## src/rtl/core/ibk_pkg.sv

```systemverilog
// Shared types and codes for the interval bitwise known-bits pipeline.
`timescale 1ns / 1ps

package ibk_pkg;

	// Width of every bound field on the ports
	localparam int FIELD_W = 32;

	// Operation codes; the fourth code has no operation
	typedef enum logic [1:0] {
		ACT_AND = 2'd0,
		ACT_OR  = 2'd1,
		ACT_XOR = 2'd2
	} act_t;

	// Control that travels down the pipeline with each item
	typedef struct packed {
		logic vld;
		act_t act;
		logic sgn;
	} ibk_ctl_t;

endpackage

```

## src/rtl/core/ibk_mask_stage.sv

```systemverilog
// Stage 2: known-bit masks of both intervals and the single-value shortcut.
`timescale 1ns / 1ps

module ibk_mask_stage #(
	parameter int WIDTH = 32
) (
	input  logic                 clk,
	input  logic                 arst_n,
	input  logic                 en,
	input  ibk_pkg::ibk_ctl_t    ctl_s1,
	input  logic [WIDTH-1:0]     lo_a_s1,
	input  logic [WIDTH-1:0]     hi_a_s1,
	input  logic [WIDTH-1:0]     lo_b_s1,
	input  logic [WIDTH-1:0]     hi_b_s1,
	output ibk_pkg::ibk_ctl_t    ctl_s2,
	output logic [WIDTH-1:0]     lo_a_s2,
	output logic [WIDTH-1:0]     hi_a_s2,
	output logic [WIDTH-1:0]     lo_b_s2,
	output logic [WIDTH-1:0]     hi_b_s2,
	output logic [WIDTH-1:0]     may_a_s2,
	output logic [WIDTH-1:0]     must_a_s2,
	output logic [WIDTH-1:0]     may_b_s2,
	output logic [WIDTH-1:0]     must_b_s2,
	output logic                 sc_hit_s2,
	output logic [WIDTH-1:0]     sc_lo_s2,
	output logic [WIDTH-1:0]     sc_hi_s2
);
	import ibk_pkg::*;

	localparam int SMEAR_STEPS = $clog2(WIDTH);

	// Ones at and below the highest set bit
	function automatic logic [WIDTH-1:0] smear(input logic [WIDTH-1:0] v);
		logic [WIDTH-1:0] r;
		r = v;
		for (int i = 0; i < SMEAR_STEPS; i++) begin
			r = r | (r >> (1 << i));
		end
		return r;
	endfunction

	// {may, must} for one interval
	function automatic logic [2*WIDTH-1:0] known(input logic s,
		input logic [WIDTH-1:0] lo, input logic [WIDTH-1:0] hi);
		logic [WIDTH-1:0] may;
		logic [WIDTH-1:0] must;
		logic [WIDTH-1:0] m;
		may  = '1;
		must = '0;
		m    = smear(lo ^ hi) >> 1;
		if (lo == hi) begin
			may  = lo;
			must = lo;
		end else if (!(s && lo[WIDTH-1]) || (s && hi[WIDTH-1])) begin
			may  = lo | hi | m;
			must = lo & hi & ~m;
		end
		return {may, must};
	endfunction

	logic [2*WIDTH-1:0] kb_a;
	logic [2*WIDTH-1:0] kb_b;
	logic               sel_b;
	logic               is_or;
	logic [WIDTH-1:0]   k;
	logic [WIDTH-1:0]   v_lo;
	logic [WIDTH-1:0]   v_hi;
	logic [WIDTH-1:0]   w;
	logic [WIDTH-1:0]   fill;
	logic [WIDTH-1:0]   low_mask;
	logic               sc_hit;
	logic [WIDTH-1:0]   sc_lo;
	logic [WIDTH-1:0]   sc_hi;

	assign kb_a = known(ctl_s1.sgn, lo_a_s1, hi_a_s1);
	assign kb_b = known(ctl_s1.sgn, lo_b_s1, hi_b_s1);

	// Shortcut: the constant operand's lowest run of effective ones must span
	// every bit where the other interval's bounds differ
	always_comb begin
		sel_b    = (lo_b_s1 == hi_b_s1);
		is_or    = (ctl_s1.act == ACT_OR);
		k        = sel_b ? lo_b_s1 : lo_a_s1;
		v_lo     = sel_b ? lo_a_s1 : lo_b_s1;
		v_hi     = sel_b ? hi_a_s1 : hi_b_s1;
		w        = is_or ? ~k : k;
		fill     = w | (w - WIDTH'(1));
		low_mask = fill & ~(fill + WIDTH'(1));
		sc_hit   = (sel_b || (lo_a_s1 == hi_a_s1)) && (((v_lo ^ v_hi) & ~low_mask) == '0);
		sc_lo    = is_or ? (v_lo | k) : (v_lo & k);
		sc_hi    = is_or ? (v_hi | k) : (v_hi & k);
	end

	// Stage control
	always_ff @(posedge clk or negedge arst_n) begin
		if (!arst_n) begin
			ctl_s2 <= '0;
		end else if (en) begin
			ctl_s2 <= ctl_s1;
		end
	end

	// Stage payload
	always_ff @(posedge clk) begin
		if (en) begin
			lo_a_s2   <= lo_a_s1;
			hi_a_s2   <= hi_a_s1;
			lo_b_s2   <= lo_b_s1;
			hi_b_s2   <= hi_b_s1;
			may_a_s2  <= kb_a[2*WIDTH-1:WIDTH];
			must_a_s2 <= kb_a[WIDTH-1:0];
			may_b_s2  <= kb_b[2*WIDTH-1:WIDTH];
			must_b_s2 <= kb_b[WIDTH-1:0];
			sc_hit_s2 <= sc_hit;
			sc_lo_s2  <= sc_lo;
			sc_hi_s2  <= sc_hi;
		end
	end

endmodule

```

## src/rtl/core/ibk_bound_stage.sv

```systemverilog
// Stage 3: first result from the masks, then sign-based tightening of one bound.
`timescale 1ns / 1ps

module ibk_bound_stage #(
	parameter int WIDTH = 32
) (
	input  logic                 clk,
	input  logic                 arst_n,
	input  logic                 en,
	input  ibk_pkg::ibk_ctl_t    ctl_s2,
	input  logic [WIDTH-1:0]     lo_a_s2,
	input  logic [WIDTH-1:0]     hi_a_s2,
	input  logic [WIDTH-1:0]     lo_b_s2,
	input  logic [WIDTH-1:0]     hi_b_s2,
	input  logic [WIDTH-1:0]     may_a_s2,
	input  logic [WIDTH-1:0]     must_a_s2,
	input  logic [WIDTH-1:0]     may_b_s2,
	input  logic [WIDTH-1:0]     must_b_s2,
	input  logic                 sc_hit_s2,
	input  logic [WIDTH-1:0]     sc_lo_s2,
	input  logic [WIDTH-1:0]     sc_hi_s2,
	output ibk_pkg::ibk_ctl_t    ctl_s3,
	output logic [WIDTH-1:0]     wmin_s3,
	output logic [WIDTH-1:0]     wmax_s3,
	output logic                 fix_s3,
	output logic                 sgn_case_s3
);
	import ibk_pkg::*;

	localparam logic [WIDTH-1:0] MSB_MASK = {1'b1, {(WIDTH-1){1'b0}}};

	function automatic logic lt(input logic [WIDTH-1:0] a, input logic [WIDTH-1:0] b,
		input logic s);
		return s ? ((a ^ MSB_MASK) < (b ^ MSB_MASK)) : (a < b);
	endfunction

	logic             s;
	logic             is_or;
	logic             neg_la;
	logic             neg_ha;
	logic             neg_lb;
	logic             neg_hb;
	logic [WIDTH-1:0] base;
	logic [WIDTH-1:0] cand_a;
	logic [WIDTH-1:0] cand_b;
	logic             en_a;
	logic             en_b;
	logic             a_beats_base;
	logic             b_beats_base;
	logic             b_beats_a;
	logic [WIDTH-1:0] picked;
	logic [WIDTH-1:0] xor_zeros;
	logic [WIDTH-1:0] xor_ones;
	logic [WIDTH-1:0] wmin;
	logic [WIDTH-1:0] wmax;
	logic             fix;
	logic             sgn_case;

	// Tightening: max of lower bounds for OR, min of upper bounds for AND
	always_comb begin
		s      = ctl_s2.sgn;
		is_or  = (ctl_s2.act == ACT_OR);
		neg_la = s && lo_a_s2[WIDTH-1];
		neg_ha = s && hi_a_s2[WIDTH-1];
		neg_lb = s && lo_b_s2[WIDTH-1];
		neg_hb = s && hi_b_s2[WIDTH-1];
		if (is_or) begin
			base   = must_a_s2 | must_b_s2;
			cand_a = lo_a_s2;
			cand_b = lo_b_s2;
			en_a   = (!neg_la && !neg_lb) || neg_ha;
			en_b   = (!neg_la && !neg_lb) || neg_hb;
			a_beats_base = lt(base, cand_a, s);
			b_beats_base = lt(base, cand_b, s);
			b_beats_a    = lt(cand_a, cand_b, s);
		end else begin
			base   = may_a_s2 & may_b_s2;
			cand_a = hi_a_s2;
			cand_b = hi_b_s2;
			en_a   = (neg_ha && neg_hb) || !neg_la;
			en_b   = (neg_ha && neg_hb) || !neg_lb;
			a_beats_base = lt(cand_a, base, s);
			b_beats_base = lt(cand_b, base, s);
			b_beats_a    = lt(cand_b, cand_a, s);
		end
		picked = base;
		if (en_a && en_b) begin
			if (a_beats_base || b_beats_base) begin
				picked = b_beats_a ? cand_b : cand_a;
			end
		end else if (en_a) begin
			if (a_beats_base) begin
				picked = cand_a;
			end
		end else if (en_b) begin
			if (b_beats_base) begin
				picked = cand_b;
			end
		end
	end

	// Result bounds per operation
	always_comb begin
		xor_zeros = (must_a_s2 & must_b_s2) | ~(may_a_s2 | may_b_s2);
		xor_ones  = (must_a_s2 & ~may_b_s2) | (must_b_s2 & ~may_a_s2);
		wmin      = '0;
		wmax      = '0;
		fix       = 1'b0;
		unique case (ctl_s2.act)
			ACT_XOR: begin
				wmin = xor_ones;
				wmax = ~xor_zeros;
			end
			ACT_OR: begin
				if (sc_hit_s2) begin
					wmin = sc_lo_s2;
					wmax = sc_hi_s2;
					fix  = 1'b1;
				end else begin
					wmin = picked;
					wmax = may_a_s2 | may_b_s2;
				end
			end
			ACT_AND: begin
				if (sc_hit_s2) begin
					wmin = sc_lo_s2;
					wmax = sc_hi_s2;
					fix  = 1'b1;
				end else begin
					wmin = must_a_s2 & must_b_s2;
					wmax = picked;
				end
			end
			default: begin
				wmin = '0;
				wmax = '0;
			end
		endcase
		// Signed AND with the lone sign bit as one operand
		sgn_case = s && (((lo_a_s2 == hi_a_s2) && (lo_a_s2 == MSB_MASK)) ||
			((lo_b_s2 == hi_b_s2) && (lo_b_s2 == MSB_MASK)));
	end

	// Stage control
	always_ff @(posedge clk or negedge arst_n) begin
		if (!arst_n) begin
			ctl_s3 <= '0;
		end else if (en) begin
			ctl_s3 <= ctl_s2;
		end
	end

	// Stage payload
	always_ff @(posedge clk) begin
		if (en) begin
			wmin_s3     <= wmin;
			wmax_s3     <= wmax;
			fix_s3      <= fix;
			sgn_case_s3 <= sgn_case;
		end
	end

endmodule

```

## src/rtl/core/ibk_final_stage.sv

```systemverilog
// Stage 4: crossed-bound check, full-range fallback and the output register.
`timescale 1ns / 1ps

module ibk_final_stage #(
	parameter int WIDTH = 32
) (
	input  logic                          clk,
	input  logic                          arst_n,
	input  logic                          en,
	input  ibk_pkg::ibk_ctl_t             ctl_s3,
	input  logic [WIDTH-1:0]              wmin_s3,
	input  logic [WIDTH-1:0]              wmax_s3,
	input  logic                          fix_s3,
	input  logic                          sgn_case_s3,
	output ibk_pkg::ibk_ctl_t             ctl_s4,
	output logic [ibk_pkg::FIELD_W-1:0]   res_lo_s4,
	output logic [ibk_pkg::FIELD_W-1:0]   res_hi_s4,
	output logic                          ok_s4
);
	import ibk_pkg::*;

	localparam logic [WIDTH-1:0] MSB_MASK = {1'b1, {(WIDTH-1){1'b0}}};

	function automatic logic lt(input logic [WIDTH-1:0] a, input logic [WIDTH-1:0] b,
		input logic s);
		return s ? ((a ^ MSB_MASK) < (b ^ MSB_MASK)) : (a < b);
	endfunction

	logic             s;
	logic             crossed;
	logic             good;
	logic [WIDTH-1:0] lo;
	logic [WIDTH-1:0] hi;
	logic [WIDTH-1:0] lo_s4;
	logic [WIDTH-1:0] hi_s4;

	// Validity of the computed interval, else full type range
	always_comb begin
		s       = ctl_s3.sgn;
		crossed = lt(wmax_s3, wmin_s3, s);
		lo      = wmin_s3;
		hi      = wmax_s3;
		good    = 1'b0;
		unique case (ctl_s3.act)
			ACT_XOR: begin
				good = (s && wmin_s3[WIDTH-1]) || !(s && wmax_s3[WIDTH-1]);
			end
			ACT_OR: begin
				good = fix_s3 || !crossed;
			end
			ACT_AND: begin
				if (fix_s3) begin
					good = 1'b1;
				end else if (crossed && sgn_case_s3) begin
					lo   = MSB_MASK;
					hi   = '0;
					good = 1'b1;
				end else begin
					good = !crossed;
				end
			end
			default: begin
				good = 1'b0;
			end
		endcase
		if (!good) begin
			lo = s ? MSB_MASK : '0;
			hi = s ? ~MSB_MASK : '1;
		end
	end

	// Stage control
	always_ff @(posedge clk or negedge arst_n) begin
		if (!arst_n) begin
			ctl_s4 <= '0;
		end else if (en) begin
			ctl_s4 <= ctl_s3;
		end
	end

	// Output register
	always_ff @(posedge clk) begin
		if (en) begin
			lo_s4 <= lo;
			hi_s4 <= hi;
			ok_s4 <= good;
		end
	end

	// Fit the bounds to the port width
	generate
		if (WIDTH >= FIELD_W) begin : g_trunc
			assign res_lo_s4 = lo_s4[FIELD_W-1:0];
			assign res_hi_s4 = hi_s4[FIELD_W-1:0];
		end else begin : g_ext
			assign res_lo_s4 = {{(FIELD_W-WIDTH){1'b0}}, lo_s4};
			assign res_hi_s4 = {{(FIELD_W-WIDTH){1'b0}}, hi_s4};
		end
	endgenerate

	// Fallback gives the full unsigned range
	a_full_unsigned: assert property (@(posedge clk) disable iff (!arst_n)
		ctl_s4.vld && !ok_s4 && !ctl_s4.sgn |-> lo_s4 == '0 && hi_s4 == '1)
		else $error("unsigned fallback is not the full range");

	// Fallback gives the full signed range
	a_full_signed: assert property (@(posedge clk) disable iff (!arst_n)
		ctl_s4.vld && !ok_s4 && ctl_s4.sgn |-> lo_s4 == MSB_MASK && hi_s4 == ~MSB_MASK)
		else $error("signed fallback is not the full range");

	// The unused operation code never reports a computed interval
	a_no_op: assert property (@(posedge clk) disable iff (!arst_n)
		ctl_s4.vld && ctl_s4.act != ACT_AND && ctl_s4.act != ACT_OR &&
		ctl_s4.act != ACT_XOR |-> !ok_s4)
		else $error("unused operation reported ok");

	// A shortcut hit for AND or OR always ends valid
	a_shortcut_ok: assert property (@(posedge clk) disable iff (!arst_n)
		$past(en && ctl_s3.vld && fix_s3 &&
		(ctl_s3.act == ACT_AND || ctl_s3.act == ACT_OR)) |-> ok_s4)
		else $error("shortcut result lost its ok flag");

endmodule

```

## src/rtl/core/interval_bitwise_known_bits_top.sv

```systemverilog
// Top level of the interval AND/OR/XOR known-bits pipeline.
//
//  channel | direction | handshake            | payload
//  --------+-----------+----------------------+-----------------------------------------
//  in      | sink      | in_valid / in_ready   | action, is_signed, lo_a, hi_a, lo_b, hi_b
//  out     | source    | out_valid / out_ready | res_lo, res_hi, ok
//
//  Four register stages (input, masks, bounds, output): each item passes them in order
//  and its result is offered from the output register; one item per cycle sustained
//  while out_ready is high.
//  All stages advance together whenever the output register is empty or being drained.
//  Reset clears the stage control (valid bit, action, sign) only; data registers are not reset.
//  While out_valid is high and out_ready low, every stage holds and in_ready is low.
`timescale 1ns / 1ps

module interval_bitwise_known_bits_top #(
	parameter int WIDTH = 32
) (
	input  logic                         clk,
	input  logic                         arst_n,
	input  logic                         in_valid,
	output logic                         in_ready,
	input  logic [1:0]                   action,
	input  logic                         is_signed,
	input  logic [ibk_pkg::FIELD_W-1:0]  lo_a,
	input  logic [ibk_pkg::FIELD_W-1:0]  hi_a,
	input  logic [ibk_pkg::FIELD_W-1:0]  lo_b,
	input  logic [ibk_pkg::FIELD_W-1:0]  hi_b,
	output logic                         out_valid,
	input  logic                         out_ready,
	output logic [ibk_pkg::FIELD_W-1:0]  res_lo,
	output logic [ibk_pkg::FIELD_W-1:0]  res_hi,
	output logic                         ok
);
	import ibk_pkg::*;

	logic             en;
	ibk_ctl_t         ctl_in;
	ibk_ctl_t         ctl_s1;
	ibk_ctl_t         ctl_s2;
	ibk_ctl_t         ctl_s3;
	ibk_ctl_t         ctl_s4;
	logic [WIDTH-1:0] lo_a_w;
	logic [WIDTH-1:0] hi_a_w;
	logic [WIDTH-1:0] lo_b_w;
	logic [WIDTH-1:0] hi_b_w;
	logic [WIDTH-1:0] lo_a_s1;
	logic [WIDTH-1:0] hi_a_s1;
	logic [WIDTH-1:0] lo_b_s1;
	logic [WIDTH-1:0] hi_b_s1;
	logic [WIDTH-1:0] lo_a_s2;
	logic [WIDTH-1:0] hi_a_s2;
	logic [WIDTH-1:0] lo_b_s2;
	logic [WIDTH-1:0] hi_b_s2;
	logic [WIDTH-1:0] may_a_s2;
	logic [WIDTH-1:0] must_a_s2;
	logic [WIDTH-1:0] may_b_s2;
	logic [WIDTH-1:0] must_b_s2;
	logic             sc_hit_s2;
	logic [WIDTH-1:0] sc_lo_s2;
	logic [WIDTH-1:0] sc_hi_s2;
	logic [WIDTH-1:0] wmin_s3;
	logic [WIDTH-1:0] wmax_s3;
	logic             fix_s3;
	logic             sgn_case_s3;

	// Global advance: output slot free or its transfer happening now
	assign en        = !ctl_s4.vld || out_ready;
	assign in_ready  = en;
	assign out_valid = ctl_s4.vld;

	assign ctl_in.vld = in_valid;
	assign ctl_in.act = act_t'(action);
	assign ctl_in.sgn = is_signed;

	// Fit port bounds to the working width
	generate
		if (WIDTH <= FIELD_W) begin : g_trunc
			assign lo_a_w = lo_a[WIDTH-1:0];
			assign hi_a_w = hi_a[WIDTH-1:0];
			assign lo_b_w = lo_b[WIDTH-1:0];
			assign hi_b_w = hi_b[WIDTH-1:0];
		end else begin : g_ext
			assign lo_a_w = {{(WIDTH-FIELD_W){1'b0}}, lo_a};
			assign hi_a_w = {{(WIDTH-FIELD_W){1'b0}}, hi_a};
			assign lo_b_w = {{(WIDTH-FIELD_W){1'b0}}, lo_b};
			assign hi_b_w = {{(WIDTH-FIELD_W){1'b0}}, hi_b};
		end
	endgenerate

	// Input stage control
	always_ff @(posedge clk or negedge arst_n) begin
		if (!arst_n) begin
			ctl_s1 <= '0;
		end else if (en) begin
			ctl_s1 <= ctl_in;
		end
	end

	// Input stage payload
	always_ff @(posedge clk) begin
		if (en) begin
			lo_a_s1 <= lo_a_w;
			hi_a_s1 <= hi_a_w;
			lo_b_s1 <= lo_b_w;
			hi_b_s1 <= hi_b_w;
		end
	end

	ibk_mask_stage #(
		.WIDTH (WIDTH)
	) u_mask (
		.clk       (clk),
		.arst_n    (arst_n),
		.en        (en),
		.ctl_s1    (ctl_s1),
		.lo_a_s1   (lo_a_s1),
		.hi_a_s1   (hi_a_s1),
		.lo_b_s1   (lo_b_s1),
		.hi_b_s1   (hi_b_s1),
		.ctl_s2    (ctl_s2),
		.lo_a_s2   (lo_a_s2),
		.hi_a_s2   (hi_a_s2),
		.lo_b_s2   (lo_b_s2),
		.hi_b_s2   (hi_b_s2),
		.may_a_s2  (may_a_s2),
		.must_a_s2 (must_a_s2),
		.may_b_s2  (may_b_s2),
		.must_b_s2 (must_b_s2),
		.sc_hit_s2 (sc_hit_s2),
		.sc_lo_s2  (sc_lo_s2),
		.sc_hi_s2  (sc_hi_s2)
	);

	ibk_bound_stage #(
		.WIDTH (WIDTH)
	) u_bound (
		.clk         (clk),
		.arst_n      (arst_n),
		.en          (en),
		.ctl_s2      (ctl_s2),
		.lo_a_s2     (lo_a_s2),
		.hi_a_s2     (hi_a_s2),
		.lo_b_s2     (lo_b_s2),
		.hi_b_s2     (hi_b_s2),
		.may_a_s2    (may_a_s2),
		.must_a_s2   (must_a_s2),
		.may_b_s2    (may_b_s2),
		.must_b_s2   (must_b_s2),
		.sc_hit_s2   (sc_hit_s2),
		.sc_lo_s2    (sc_lo_s2),
		.sc_hi_s2    (sc_hi_s2),
		.ctl_s3      (ctl_s3),
		.wmin_s3     (wmin_s3),
		.wmax_s3     (wmax_s3),
		.fix_s3      (fix_s3),
		.sgn_case_s3 (sgn_case_s3)
	);

	ibk_final_stage #(
		.WIDTH (WIDTH)
	) u_final (
		.clk         (clk),
		.arst_n      (arst_n),
		.en          (en),
		.ctl_s3      (ctl_s3),
		.wmin_s3     (wmin_s3),
		.wmax_s3     (wmax_s3),
		.fix_s3      (fix_s3),
		.sgn_case_s3 (sgn_case_s3),
		.ctl_s4      (ctl_s4),
		.res_lo_s4   (res_lo),
		.res_hi_s4   (res_hi),
		.ok_s4       (ok)
	);

endmodule
```

## config.mk

```make
export PLATFORM = sky130hd
export DESIGN_NAME = interval_bitwise_known_bits_top
export DESIGN_NICKNAME = d
export VERILOG_FILES = /design/src/rtl/core/ibk_pkg.sv /design/src/rtl/core/ibk_mask_stage.sv /design/src/rtl/core/ibk_bound_stage.sv /design/src/rtl/core/ibk_final_stage.sv /design/src/rtl/core/interval_bitwise_known_bits_top.sv
export SDC_FILE = /design/constraint.sdc
export NUM_CORES = 2
export LEC_CHECK = 0
export ABC_AREA = 0
export BUFFER_PORTS_ARGS = -buffer_cell sky130_fd_sc_hd__buf_2
export CAP_MARGIN = 10
export CELL_PAD_IN_SITES_DETAIL_PLACEMENT = 0
export CELL_PAD_IN_SITES_GLOBAL_PLACEMENT = 1
export CORE_MARGIN = 3
export CORE_UTILIZATION = 41
export CTS_CLUSTER_DIAMETER = 150
export DETAILED_ROUTE_END_ITERATION = 12
export MAX_ROUTING_LAYER = met4
export PLACE_DENSITY = 0.8
export SLEW_MARGIN = 20
export SYNTH_ARGS = -nofsm -noshare
export SYNTH_HDL_FRONTEND = slang
export SYNTH_SLANG_ARGS = --single-unit
```

## constraint.sdc

```tcl
create_clock -name clk -period 27.5 [get_ports clk]
set_input_delay 4.125 -clock clk [delete_from_list [all_inputs] [get_ports clk]]
set_output_delay 4.125 -clock clk [all_outputs]
set_load 0.05 [all_outputs]
```

Word-level counts from Yosys, hierarchy flattened --
Cells that the tools add are included.
Storage, ports and cells: output and inout port bits 67, memory bits (writable) 0, latch bits 0, memories kept 0, ROM bits 0, flip-flop bits (word level) 593, bits of input ports 135
Operators by class: add/sub/neg operators 2, eq/ne operators 11, multiply operators 0, $lt $le $gt $ge 14, bitwise gates (word level) 53, reductions and logical operators 41, muxes and demuxes 56, divide/modulo/power cells 0, shifts and indexed selects 0
Operators by type and width (number):
- 32-bit 2-to-1 mux | 38
- 32-bit less-than comparator | 14
- 32-bit AND | 12
- 32-bit bitwise OR | 9
- 32-bit NOT | 7
- 32-bit one-hot mux with 3 select lines | 2
- 32-bit equality test | 4
- 32-bit by 31-bit bitwise OR with 32-bit output | 4
- 32-bit bitwise XOR | 3
- 32-bit equality test (second input constant) | 2
- 31-bit NOT with 32-bit output | 2
- 32-bit by 16-bit bitwise OR with 32-bit output | 2
- 32-bit by 24-bit bitwise OR with 32-bit output | 2
- 32-bit by 28-bit bitwise OR with 32-bit output | 2
- 32-bit by 30-bit bitwise OR with 32-bit output | 2
- 32-bit by 1-bit adder with 32-bit output (second input constant) | 1
- 32-bit logical NOT | 1
- 32-bit by 1-bit subtractor with 32-bit output (second input constant) | 1
- 1-bit logical AND | 18
- 1-bit 2-to-1 mux | 15
- 1-bit logical OR | 12
- 1-bit NOT | 8
- 1-bit logical NOT | 7
- 2-bit by 1-bit equality test with 1-bit output (second input constant) | 3
- other kinds (4) | 6

Depth between registers and ports, before layout --
depth in word-level cells 13, mapped depth 20, depth with buffers taken out 14

By module --
From an unflattened synthesis, not the netlist that was laid out.
Unflattened totals: cell total of the unflattened synthesis 4039, area total of the unflattened synthesis 40501.3 um2
Modules (own cells, without submodules):
- ibk_mask_stage | sequential area each 9739.3 um2, instances 1, cells an instance 1776, area each 18984.5 um2
- ibk_bound_stage | sequential area each 2082.0 um2, instances 1, cells an instance 1818, area each 13556.8 um2
- interval_bitwise_known_bits_top | sequential area each 3943.8 um2, instances 1, cells an instance 138, area each 4028.9 um2
- ibk_final_stage | sequential area each 2052.0 um2, instances 1, cells an instance 307, area each 3931.3 um2

Least setup slack after synthesis --
No wires, ideal clock.
path kind input to output, from input port out_ready, to output port in_ready, arrival time 20.520 ns, stages on the path 2, required time 23.375 ns, slack 2.855 ns, path buffers 1, cells stage by stage nand2b_1 -> buf_1
On the way: word-level cells in the longest chain between the ends 1
RTL lines:
- start: declaration | RTL line interval_bitwise_known_bits_top.sv:30 | input logic out_ready,
- 1-bit logical OR | RTL line interval_bitwise_known_bits_top.sv:68 | assign en = !ctl_s4.vld || out_ready;
- end: declaration | RTL line interval_bitwise_known_bits_top.sv:22 | output logic in_ready,
No other way between the ends.

Worst setup path after layout --
Same ends and word-level chain as after synthesis.

==> flow_summary.rst <==
.. list-table::
   :header-rows: 1

   * - Metric
     - Value
   * - Worst clock skew
     - 0.0340 ns
   * - Number of nets with antenna violations after detailed routing
     - 0
   * - Family of cells with the greatest summed delay on the critical path
     - buffers and inverters
   * - Number of hold violations in the final report
     - 0
   * - Largest fanout on the critical path
     - 29
   * - Count of buffers from port buffering
     - 201
   * - Most frequently used flop master after synthesis
     - sky130_fd_sc_hd__edfxtp_1
   * - Wire length of the first global-routing pass
     - between 200 and 250 mm
   * - Unrepaired setup endpoints after global routing
     - no
   * - Hold buffers post-CTS
     - 0
   * - Clock Pin Slew Worst Setup and Hold Paths
     - roughly 0.050 ns
   * - Total length of routed wires
     - 142 mm
   * - Clk sink count
     - 593
   * - Number of synthesized register bits
     - roughly 590
   * - Fin Setup TNS
     - 0 ns
   * - Result of the run
     - finished, final reports clean
   * - Worst hold path class
     - flip-flop to flip-flop
   * - Vertical die dimension
     - 313 µm
   * - Post-synthesis net count
     - around 4300
   * - Arrival time of data at the critical path endpoint
     - between 4 and 5 ns
   * - GRT Resource Usage Total
     - 29.1%
   * - Delay of the slowest cell on the worst path
     - 0.34 ns
   * - Gate Count Post-Synth
     - slightly below 4000
   * - Initial antenna violation count
     - 14
   * - TritonCTS clock tree
     - done
   * - Areal power density over the cells
     - 112 nW/µm²
   * - Remaining global-route overflow
     - 0
   * - Vias after detailed routing
     - 31900
   * - Maximum number of pins on one net before global-route repair
     - 150
   * - Syn Area/Cell
     - between 10 and 15 µm²
   * - Via-per-instance ratio
     - 6.04
   * - Area growth from synthesis to final layout
     - 11.8%
   * - Die boundary width
     - ~310 µm
   * - Met1 Resource Use GR
     - 42.3%
   * - Net count reported at finish
     - 4469
   * - Maximum vdd ir drop
     - around 0.000077 V
   * - Maximum Capacitance Violations
     - 0
   * - Crit-path most repeated cell
     - sky130_fd_sc_hd__buf_2
   * - Setup Viol. Count Final
     - 0
   * - Clock insertion delay at the later pin of the skew report
     - approximately 0.65 ns
   * - Fillcell total
     - 8683
   * - Post-DR wirelength/cell
     - 26.8 µm
   * - Cell variety after synth
     - 91
   * - Worst slew slack as a fraction of its limit
     - 22.4%
   * - Layout Cell Area excl Fill
     - 43200 µm²
   * - Sequential area share after synthesis
     - a little under half
   * - Share of layout cells above drive strength 1
     - 11.1%
   * - Number of buffers and inverters on the critical path
     - 2
   * - Postcts setup bufs
     - 0
   * - Overall power of the completed layout
     - 4.82 mW
   * - Most congested layer reported by global routing
     - met1
   * - Number of DRC violations after detailed-routing iteration 0
     - 4750
   * - Number of global-route vias before repair
     - approximately 30000
   * - Mapped Area
     - ~39000 µm²
   * - CTS Buf Count
     - 69
   * - Starting density of the core
     - 41.8%
   * - H-Tree Depth
     - 3
   * - Startpoint types
     - input pin
   * - CP Class
     - input pin to output port
   * - Asr flop ratio synth
     - under 10%
   * - GPL Wtd Cong
     - between 1 and 1.5
   * - Worst slack at placement
     - between 15 and 20 ns
   * - Slew Limit Fails
     - 0
   * - Placed cell areas
     - 40900 µm²
   * - Least setup slack across all paths after layout
     - about 18 ns
   * - Std-Cell Core Area
     - 92500 µm²
   * - Count of cells resized by post-cts repair
     - 0
   * - Actual slew at the worst max-slew pin
     - around 1.2 ns
   * - Worst path cell trace
     - buf_2 > nand2b_4 > buf_2
   * - Placement row count
     - between 100 and 150
   * - Cell leakage power
     - 17.7 nW
   * - First-pass detailed-route iteration total
     - 6
   * - Number of synthesized flops with an enable pin
     - 580
   * - Number of warnings issued by yosys
     - 0
   * - Number of remaining DRC errors
     - 0
   * - Maximum count of clock buffers along a single path
     - 3
   * - I/O pin count
     - 202
   * - Critical Path Sink Type
     - output port
   * - Final worst path period need
     - 9.02 ns
   * - Floorplan die area
     - between 90000 and 100000 µm²
   * - GR met2 Demand/Resource
     - 40.0%
   * - Required time of the critical path
     - ~23 ns
   * - Post-route fraction of the period consumed by the critical path
     - 32.8%
   * - Dpl hpwl
     - 107 mm
   * - Fraction of met3 tracks used by global routing
     - 6.24%
   * - CTS root buffer
     - sky130_fd_sc_hd__clkbuf_16
   * - Achievable Freq
     - 0.111 GHz
   * - Critical Path Slowest Stage Cell
     - sky130_fd_sc_hd__nand2b_4
-- path summary, 6_finish.rpt --
path                                    from                 to  slack (ns)  cells past startpoint
max                                out_ready           in_ready       18.48                      3
min                        u_bound.ctl_s3[3]  u_final.ctl_s4[3]        0.45                      1
max reg2reg                      lo_a_s1[26]   u_mask.sc_hit_s2       21.22                     13
min reg2reg                u_bound.ctl_s3[3]  u_final.ctl_s4[3]        0.45                      1
max in group asynchronous             arst_n   u_mask.ctl_s2[2]       23.86                      1
min in group asynchronous             arst_n  u_bound.ctl_s3[3]        3.39                      1
-- cell usage in the layout (no fill, tap or decap), drive strengths merged, types with 34 or more instances in the layout --
cell type / Yosys / layout
a21o: 64 / 64
a21oi: 294 / 294
a221o: 45 / 45
a22oi: 41 / 41
a31oi: 45 / 45
and3: 42 / 42
buf: 29 / 255
clkbuf: 171 / 81
edfxtp: 580 / 580
ha: 352 / 352
inv: 332 / 336
mux2: 34 / 34
mux2i: 112 / 112
nand2: 301 / 301
nand3: 87 / 87
nand4: 64 / 64
nor2: 282 / 282
nor2b: 35 / 35
nor3: 71 / 71
nor4: 61 / 61
o211ai: 52 / 52
o21ai: 306 / 306
o22ai: 44 / 44
xnor2: 75 / 75
xor2: 67 / 67
-- through the flow --
step | utilization, % | hold WS [ns] | cells
floorplan | - | 0.430 | 3858
global placement | 44.2 | 0.440 | 5154
detailed placement | 44.2 | 0.445 | 5154
CTS | 46.7 | 0.457 | 5280
global route | 46.7 | 0.491 | 5281
finish | 46.7 | 0.455 | 5282
-- report_power, final --
group / total [mW] / switching (mW) / internal [mW]
clock network: 0.951 / 0.387 / 0.564
logic: 2.19 / 1.50 / 0.695
registers: 1.68 / 0.306 / 1.37
-- synthesized netlist by cell type (5+ instances only) --
| cell | count | area (µm²) |
|---|---|---|
| sky130_fd_sc_hd__nand2b_1 | 16 | 100 |
| sky130_fd_sc_hd__a211o_1 | 5 | 43.8 |
| sky130_fd_sc_hd__clkbuf_1 | 164 | 616 |
| sky130_fd_sc_hd__nand4_1 | 63 | 394 |
| sky130_fd_sc_hd__xor2_1 | 67 | 587 |
| sky130_fd_sc_hd__or2_2 | 15 | 93.8 |
| sky130_fd_sc_hd__xnor2_1 | 75 | 657 |
| sky130_fd_sc_hd__a221o_1 | 43 | 430 |
| sky130_fd_sc_hd__o31ai_1 | 13 | 97.6 |
| sky130_fd_sc_hd__o22ai_1 | 44 | 275 |
| sky130_fd_sc_hd__and3_1 | 42 | 263 |
| sky130_fd_sc_hd__nor3b_1 | 6 | 45.0 |
| sky130_fd_sc_hd__a21o_1 | 64 | 480 |
| sky130_fd_sc_hd__buf_2 | 5 | 25.0 |
| sky130_fd_sc_hd__a31oi_1 | 45 | 282 |
| sky130_fd_sc_hd__a211oi_1 | 19 | 143 |
| sky130_fd_sc_hd__a22oi_1 | 41 | 308 |
| sky130_fd_sc_hd__nor2b_1 | 35 | 219 |
| sky130_fd_sc_hd__o221ai_1 | 9 | 78.8 |
| sky130_fd_sc_hd__nand2_1 | 301 | 1130 |
| sky130_fd_sc_hd__mux2i_1 | 111 | 1110 |
| sky130_fd_sc_hd__o2111ai_1 | 5 | 43.8 |
| sky130_fd_sc_hd__nand3_1 | 86 | 430 |
| sky130_fd_sc_hd__or4_1 | 12 | 90.1 |
| sky130_fd_sc_hd__o211ai_1 | 52 | 390 |
| sky130_fd_sc_hd__a32oi_1 | 25 | 219 |
| sky130_fd_sc_hd__nor3_1 | 69 | 345 |
| sky130_fd_sc_hd__nor4_1 | 57 | 357 |
| sky130_fd_sc_hd__o21a_1 | 15 | 113 |
| sky130_fd_sc_hd__and2_1 | 7 | 43.8 |
| sky130_fd_sc_hd__ha_1 | 352 | 4400 |
| sky130_fd_sc_hd__a21oi_1 | 294 | 1470 |
| sky130_fd_sc_hd__dfrtp_1 | 13 | 325 |
| sky130_fd_sc_hd__o21ai_0 | 302 | 1510 |
| sky130_fd_sc_hd__mux2_2 | 34 | 383 |
| sky130_fd_sc_hd__inv_1 | 332 | 1250 |
| sky130_fd_sc_hd__a221oi_1 | 22 | 193 |
| sky130_fd_sc_hd__a311o_1 | 10 | 100 |
| sky130_fd_sc_hd__and4_1 | 8 | 70.1 |
| sky130_fd_sc_hd__clkbuf_8 | 7 | 96.3 |
| sky130_fd_sc_hd__a2111oi_0 | 9 | 78.8 |
| sky130_fd_sc_hd__edfxtp_1 | 580 | 17400 |
| sky130_fd_sc_hd__nor2_1 | 282 | 1060 |
| sky130_fd_sc_hd__buf_1 | 18 | 67.6 |
-- area by class of cell --
| cell class | count | area [µm²] | share of cell area, % |
|---|---|---|---|
| multi-input cells | 2729 | 18900 | 43.7 |
| flip-flops and latches | 593 | 17700 | 41.1 |
| clock buffers | 81 | 1840 | 4.25 |
| well taps | 1243 | 1560 | 3.60 |
| repair buffers | 255 | 1450 | 3.36 |
| inverters | 334 | 1250 | 2.90 |
| clock inverters | 45 | 477 | 1.10 |
| diodes | 2 | 5.00 | 0.0116 |
-- kinds of logic (layout without fill, tap and decap cells) --
| group | after synthesis | after routing | synth area share, % |
|---|---|---|---|
| AO/OA/AOI/OAI | 1051 | 1051 | 17.0 |
| XOR/XNOR | 142 | 142 | 3.22 |
| adder cells (fa/ha/maj) | 355 | 355 | 11.5 |
| buffers and inverters | 536 | 715 | 5.54 |
| flip-flops | 593 | 593 | 45.9 |
| multiplexers | 146 | 146 | 3.93 |
| other | 0 | 2 | 0 |
| AND/OR/NAND/NOR | 1035 | 1035 | 12.9 |
-- layer usage --
metal  share of wire [%]  wire (µm)  vias up
li1                    -          -    14600
met1                  44      62300    15200
met2                  40      57200     1933
met3                  12      16600      235
met4                 3.9       5490        0
met5                   0          0        -
(Power assumes the default switching activity.)
